### src/sv/lsfa_pkg.sv
// Shared types, codes and constants of the scan frame assembler.
// Used by the controller, the datapath and the top level.
package lsfa_pkg;

	localparam logic [1:0] OP_SAMPLE = 2'd0;
	localparam logic [1:0] OP_READ   = 2'd1;
	localparam logic [1:0] OP_MAP    = 2'd2;
	localparam logic [1:0] OP_SPARE  = 2'd3;

	localparam logic [2:0] ST_OK     = 3'd0;
	localparam logic [2:0] ST_FRAME  = 3'd1;
	localparam logic [2:0] ST_BAD_ID = 3'd2;
	localparam logic [2:0] ST_ROT    = 3'd3;
	localparam logic [2:0] ST_ANGLE  = 3'd4;

	localparam logic [1:0] REG_MODE    = 2'd0;
	localparam logic [1:0] REG_CENTER  = 2'd1;
	localparam logic [1:0] REG_COLUMNS = 2'd2;

	localparam logic [15:0] FULL_TURN = 16'd36000;
	localparam logic [15:0] HALF_TURN = 16'd18000;
	localparam logic [15:0] ID_LOWER  = 16'hEEFF;
	localparam logic [15:0] ID_UPPER  = 16'hDDFF;
	localparam logic [15:0] NO_ANGLE  = 16'hFFFF;
	localparam int BEAMS_PER_BLOCK = 32;

	typedef struct packed {
		logic clr_step;
		logic accept;
		logic exec;
		logic mod_step;
		logic copy_step;
		logic finish;
	} lsfa_cmd_t;

	typedef struct packed {
		logic clr_last;
		logic copy_req;
		logic mod_done;
		logic copy_last;
		logic out_free;
	} lsfa_sts_t;

	function automatic logic angle_before(input logic [15:0] a, input logic [15:0] b);
		logic signed [17:0] d;
		d = $signed({2'b00, a}) - $signed({2'b00, b});
		if (d >= $signed({2'b00, HALF_TURN}))
			d = d - $signed({2'b00, FULL_TURN});
		if (d < -$signed({2'b00, HALF_TURN}))
			d = d + $signed({2'b00, FULL_TURN});
		return d < 0;
	endfunction

endpackage

### src/sv/lsfa_ctrl.sv
// Sequencing state machine of the scan frame assembler.
// Depends on lsfa_pkg; drives the datapath by command struct.
module lsfa_ctrl (
	input  logic                clk,
	input  logic                arst_n,
	input  logic                in_valid,
	output logic                in_ready,
	input  lsfa_pkg::lsfa_sts_t sts,
	output lsfa_pkg::lsfa_cmd_t cmd
);
	import lsfa_pkg::*;

	localparam logic [2:0] S_CLEAR = 3'd0;
	localparam logic [2:0] S_IDLE  = 3'd1;
	localparam logic [2:0] S_EXEC  = 3'd2;
	localparam logic [2:0] S_MOD   = 3'd3;
	localparam logic [2:0] S_COPY  = 3'd4;
	localparam logic [2:0] S_DRAIN = 3'd5;

	logic [2:0] state_q, state_d;

	assign in_ready = (state_q == S_IDLE) && sts.out_free;

	always_comb begin
		state_d = state_q;
		cmd = '0;
		unique case (state_q)
			S_CLEAR: begin
				cmd.clr_step = 1'b1;
				if (sts.clr_last)
					state_d = S_IDLE;
			end
			S_IDLE: begin
				if (in_valid && in_ready) begin
					cmd.accept = 1'b1;
					state_d = S_EXEC;
				end
			end
			S_EXEC: begin
				cmd.exec = 1'b1;
				state_d = sts.copy_req ? S_MOD : S_IDLE;
			end
			S_MOD: begin
				cmd.mod_step = 1'b1;
				if (sts.mod_done)
					state_d = S_COPY;
			end
			S_COPY: begin
				cmd.copy_step = 1'b1;
				if (sts.copy_last)
					state_d = S_DRAIN;
			end
			S_DRAIN: begin
				cmd.finish = 1'b1;
				state_d = S_IDLE;
			end
			default: state_d = S_CLEAR;
		endcase
	end

	always_ff @(posedge clk or negedge arst_n) begin
		if (!arst_n)
			state_q <= S_CLEAR;
		else
			state_q <= state_d;
	end
endmodule

### config.mk
export PLATFORM = sky130hd
export DESIGN_NAME = lsfa_ctrl
export DESIGN_NICKNAME = d
export VERILOG_FILES = /design/src/sv/lsfa_pkg.sv /design/src/sv/lsfa_ctrl.sv
export SDC_FILE = /design/constraint.sdc
export NUM_CORES = 1
export LEC_CHECK = 0
export ABC_CLOCK_PERIOD_IN_PS = 1300
export BUFFER_PORTS_ARGS = -buffer_cell sky130_fd_sc_hd__buf_2
export CAP_MARGIN = 30
export CORE_AREA = 2 2 39 41
export DETAILED_ROUTE_END_ITERATION = 8
export DIE_AREA = 0 0 41 43
export PLACE_DENSITY = 0.44
export SYNTH_ARGS = -nofsm -noshare
export SYNTH_HDL_FRONTEND = slang
export SYNTH_SLANG_ARGS = --single-unit
### constraint.sdc
create_clock -name clk -period 1.3 [get_ports clk]
set_input_delay 0.26 -clock clk [delete_from_list [all_inputs] [get_ports clk]]
set_output_delay 0.26 -clock clk [all_outputs]
set_load 0.01 [all_outputs]
==> reports/metrics.csv <==
metric,value,unit
layout-area-overhead-vs-synth,62.1,%
path_clk_slew,0.04,ns
wl_per_cell,10.9,µm
synth_fp_nets,32,
clock-sinks,3,
rsz0062_at_grt,true,
post_drt_via_cell_ratio,4.23,
post_synth_instance_area,268,µm²
min_delay_worst_endpoint,state_q[2],
htree_num_levels,1,
ios,15,
drv.max_cap_violation_count,0,
timing.final.max_slew_violations,0,
register_ranked_first_by_flip_flop_count,state_q,
count_of_state_elements_after_synthesis,3,
slowest_stage,dfrtp_1,
drt_first_pass_iters,2,
grt_first_pass_wirelength,1190,µm
worstReg2RegStart,state_q[0],
detailroute.via_count,271,
yosys_warnings,0,
setup_viol_count_final,7,
n_antenna_cell,0,
critical_path.top_delay_family,simple AND/OR/NAND/NOR gates,
row_count,14,
initial_utilization,19.3,%
worstPathRequired,1.04,ns
crit_path_start_kind,flip-flop,
timing.hold.worst.class,input pin to flip-flop,
crit_path_max_incr_delay,0.36,ns
cell_breakdown_of_the_critical_path,and4bb_4 > and2_1 > buf_2,
floorplan.die.height,43,µm
tritoncts,yes,
met2_usage,16.3,%
share_of_final_layout_standard_cells_stronger_than_drive_strength_1,68.8,%
max-clock-path-buffers,2,
grtUsageMet1,10.4,%
fin_crit,1.41,ns
worstSetupPathType,flip-flop to output port,
worst_ep_arrival_time,1.15,ns
finalWorstSetupSlack,-0.109,ns
insertion_delay,0.24,ns
critical_path.max_fanout,2,
final_antenna_net_count,0,
use_met3,4.71,%
leakagePower,0.000236,µW
min-delay-start,sts[2],
peak_vdd_ir,0.667,mV
grt_max_degree,12,
max_slew.worst_pin.slew,0.235,ns
synth_top_family_by_area,simple AND/OR/NAND/NOR gates,
timing.rr.end,state_q[2],
grt_antenna_before_repair,0,
reg2reg_slack,0.15,ns
post_synth_mux_area_share,0,%
post_layout_nonfiller_instances,64,
status,"finished, violations left",
crit_path_end_kind,output port,
buffer_ports.inserted,14,
cts_root_buf,clkbuf_4,
synth_simple_gate_area_share,41.1,%
critical_path.n_buffers_inverters,1,
largest_register_ff_count,3,
n_fill_cell,151,
post_dp_cell_area,347,µm²
dpl.cell_count,54,
postSynthAreaPerCell,11.2,µm²
mostFrequentLayoutCell,buf_2,
mostFrequentLayoutCells,"buf_2 (14), buf_4 (7), clkbuf_4 (3), dfrtp_1 (3), nor3b_2 (2)",
floorplan.core_area,0.00138,mm²
routed_wl,700,µm
globalplace.congestion,0.621,
violations,negative setup slack,
final_net_count,57,
synthAdderAreaFrac,0,%
track_usage,11.2,%
detail_route.drc_violations,0,
postSynthCellCount,24,
max-slew-margin-rel,84.3,%
numCtsBuffers,3,
synth_xor_area_share,0,%
via_count_of_the_first_global_routing_pass,280,
synth_cell_type_count,19,
busiest_layer,met2,
stdcell_area,434,µm²
powerDensity,2210,mW/mm²
finClkSkew,0.00208,ns
post_detailed_placement_half_perimeter_wirelength,450,µm
grt-ovfl-total,0,
count_of_cells_along_the_worst_register_to_register_path,4,
hold_viol_final,0,
min_delay_path_depth,2,
place_worst_setup_slack,0.124,ns
largestRegisters,state_q x3,
detail_route.iter0.violations,3,
synth_seq_area_share,28.0,%
layout_worst_path_cycle_share,108,%
fmax_achieved,0.710,GHz
dieArea,0.00176,mm²
synth_compound_area_share,18.2,%
floorplan.die.width,41,µm
## timing repair
item                                    in CTS  in global routing
hold buffers                                 1                  0
buffers inserted                             4                  1
hold endpoints to repair                     3                  0
cloned                                       0                  0
resized for setup                            3                  0
pin swaps                                    3                  1
endpoints found under the setup margin       7                  7
## cells by family after synthesis
kind of cell	count (synthesis)
buf+inv	3
compound gates	6
simple gates	12
flops	3
## how the worst max path moves through the flow
stage / depth (start not counted) / start / end
after floorplan: 2 / state_q[2] / cmd[4]
after global placement: 3 / state_q[2] / cmd[4]
after detailed placement: 3 / state_q[2] / cmd[4]
after CTS: 3 / state_q[1] / cmd[4]
after global routing: 3 / state_q[2] / cmd[4]
final: 3 / state_q[1] / cmd[4]
## report_power, final
| group | internal [µW] | switching (µW) |
|---|---|---|
| Sequential | 138 | 22.2 |
| Combinational | 343 | 286 |
| Clock | 115 | 54.1 |
## per-layer routing
metal  wire, µm  vias up
li1           -      136
met1        299      126
met2        366        9
met3         34        0
met4          0        0
met5          0        -
## synthesized netlist by cell type, drive strengths merged
cell type	n	area, µm²
and2	1	6.26
and4bb	1	16.3
nand2b	2	15.0
a21oi	1	5.00
buf	3	33.8
nor3	2	10.0
nand3b	1	20.0
o211ai	1	7.51
a311oi	1	15.0
a21o	1	7.51
o21ai	1	5.00
dfrtp	3	75.1
and3b	2	18.8
nor3b	2	20.0
nand2	1	3.75
a211o	1	8.76
## per-stage QoR
stage               setup TNS (ns)  hold WS [ns]  total power (µW)  util (%)
global route                -0.805         0.272              1030      31.4
global placement                 0        0.0588               675      25.0
CTS                         -0.541         0.258               946      30.8
floorplan                        0       -0.0356               569         -
finish                      -0.442         0.260               959      31.4
detailed placement               0        0.0611               669      25.0
## worst register-to-register path: cells and delay by family (launching register included)
kind	cells	cell delay, ns
compound gates	1	0.17
buf+inv	2	0.30
flops	1	0.36
simple gates	1	0.20
## cell type report
class	count	area, µm²	share of cell area [%]
Sequential cell	3	75.1	17.3
Clock buffer	4	26.3	6.05
Timing Repair Buffer	23	144	33.1
Multi-Input combinational cell	18	169	38.9
Tap cell	16	20.0	4.61
No activity file was read; power rests on OpenSTA's default activity.
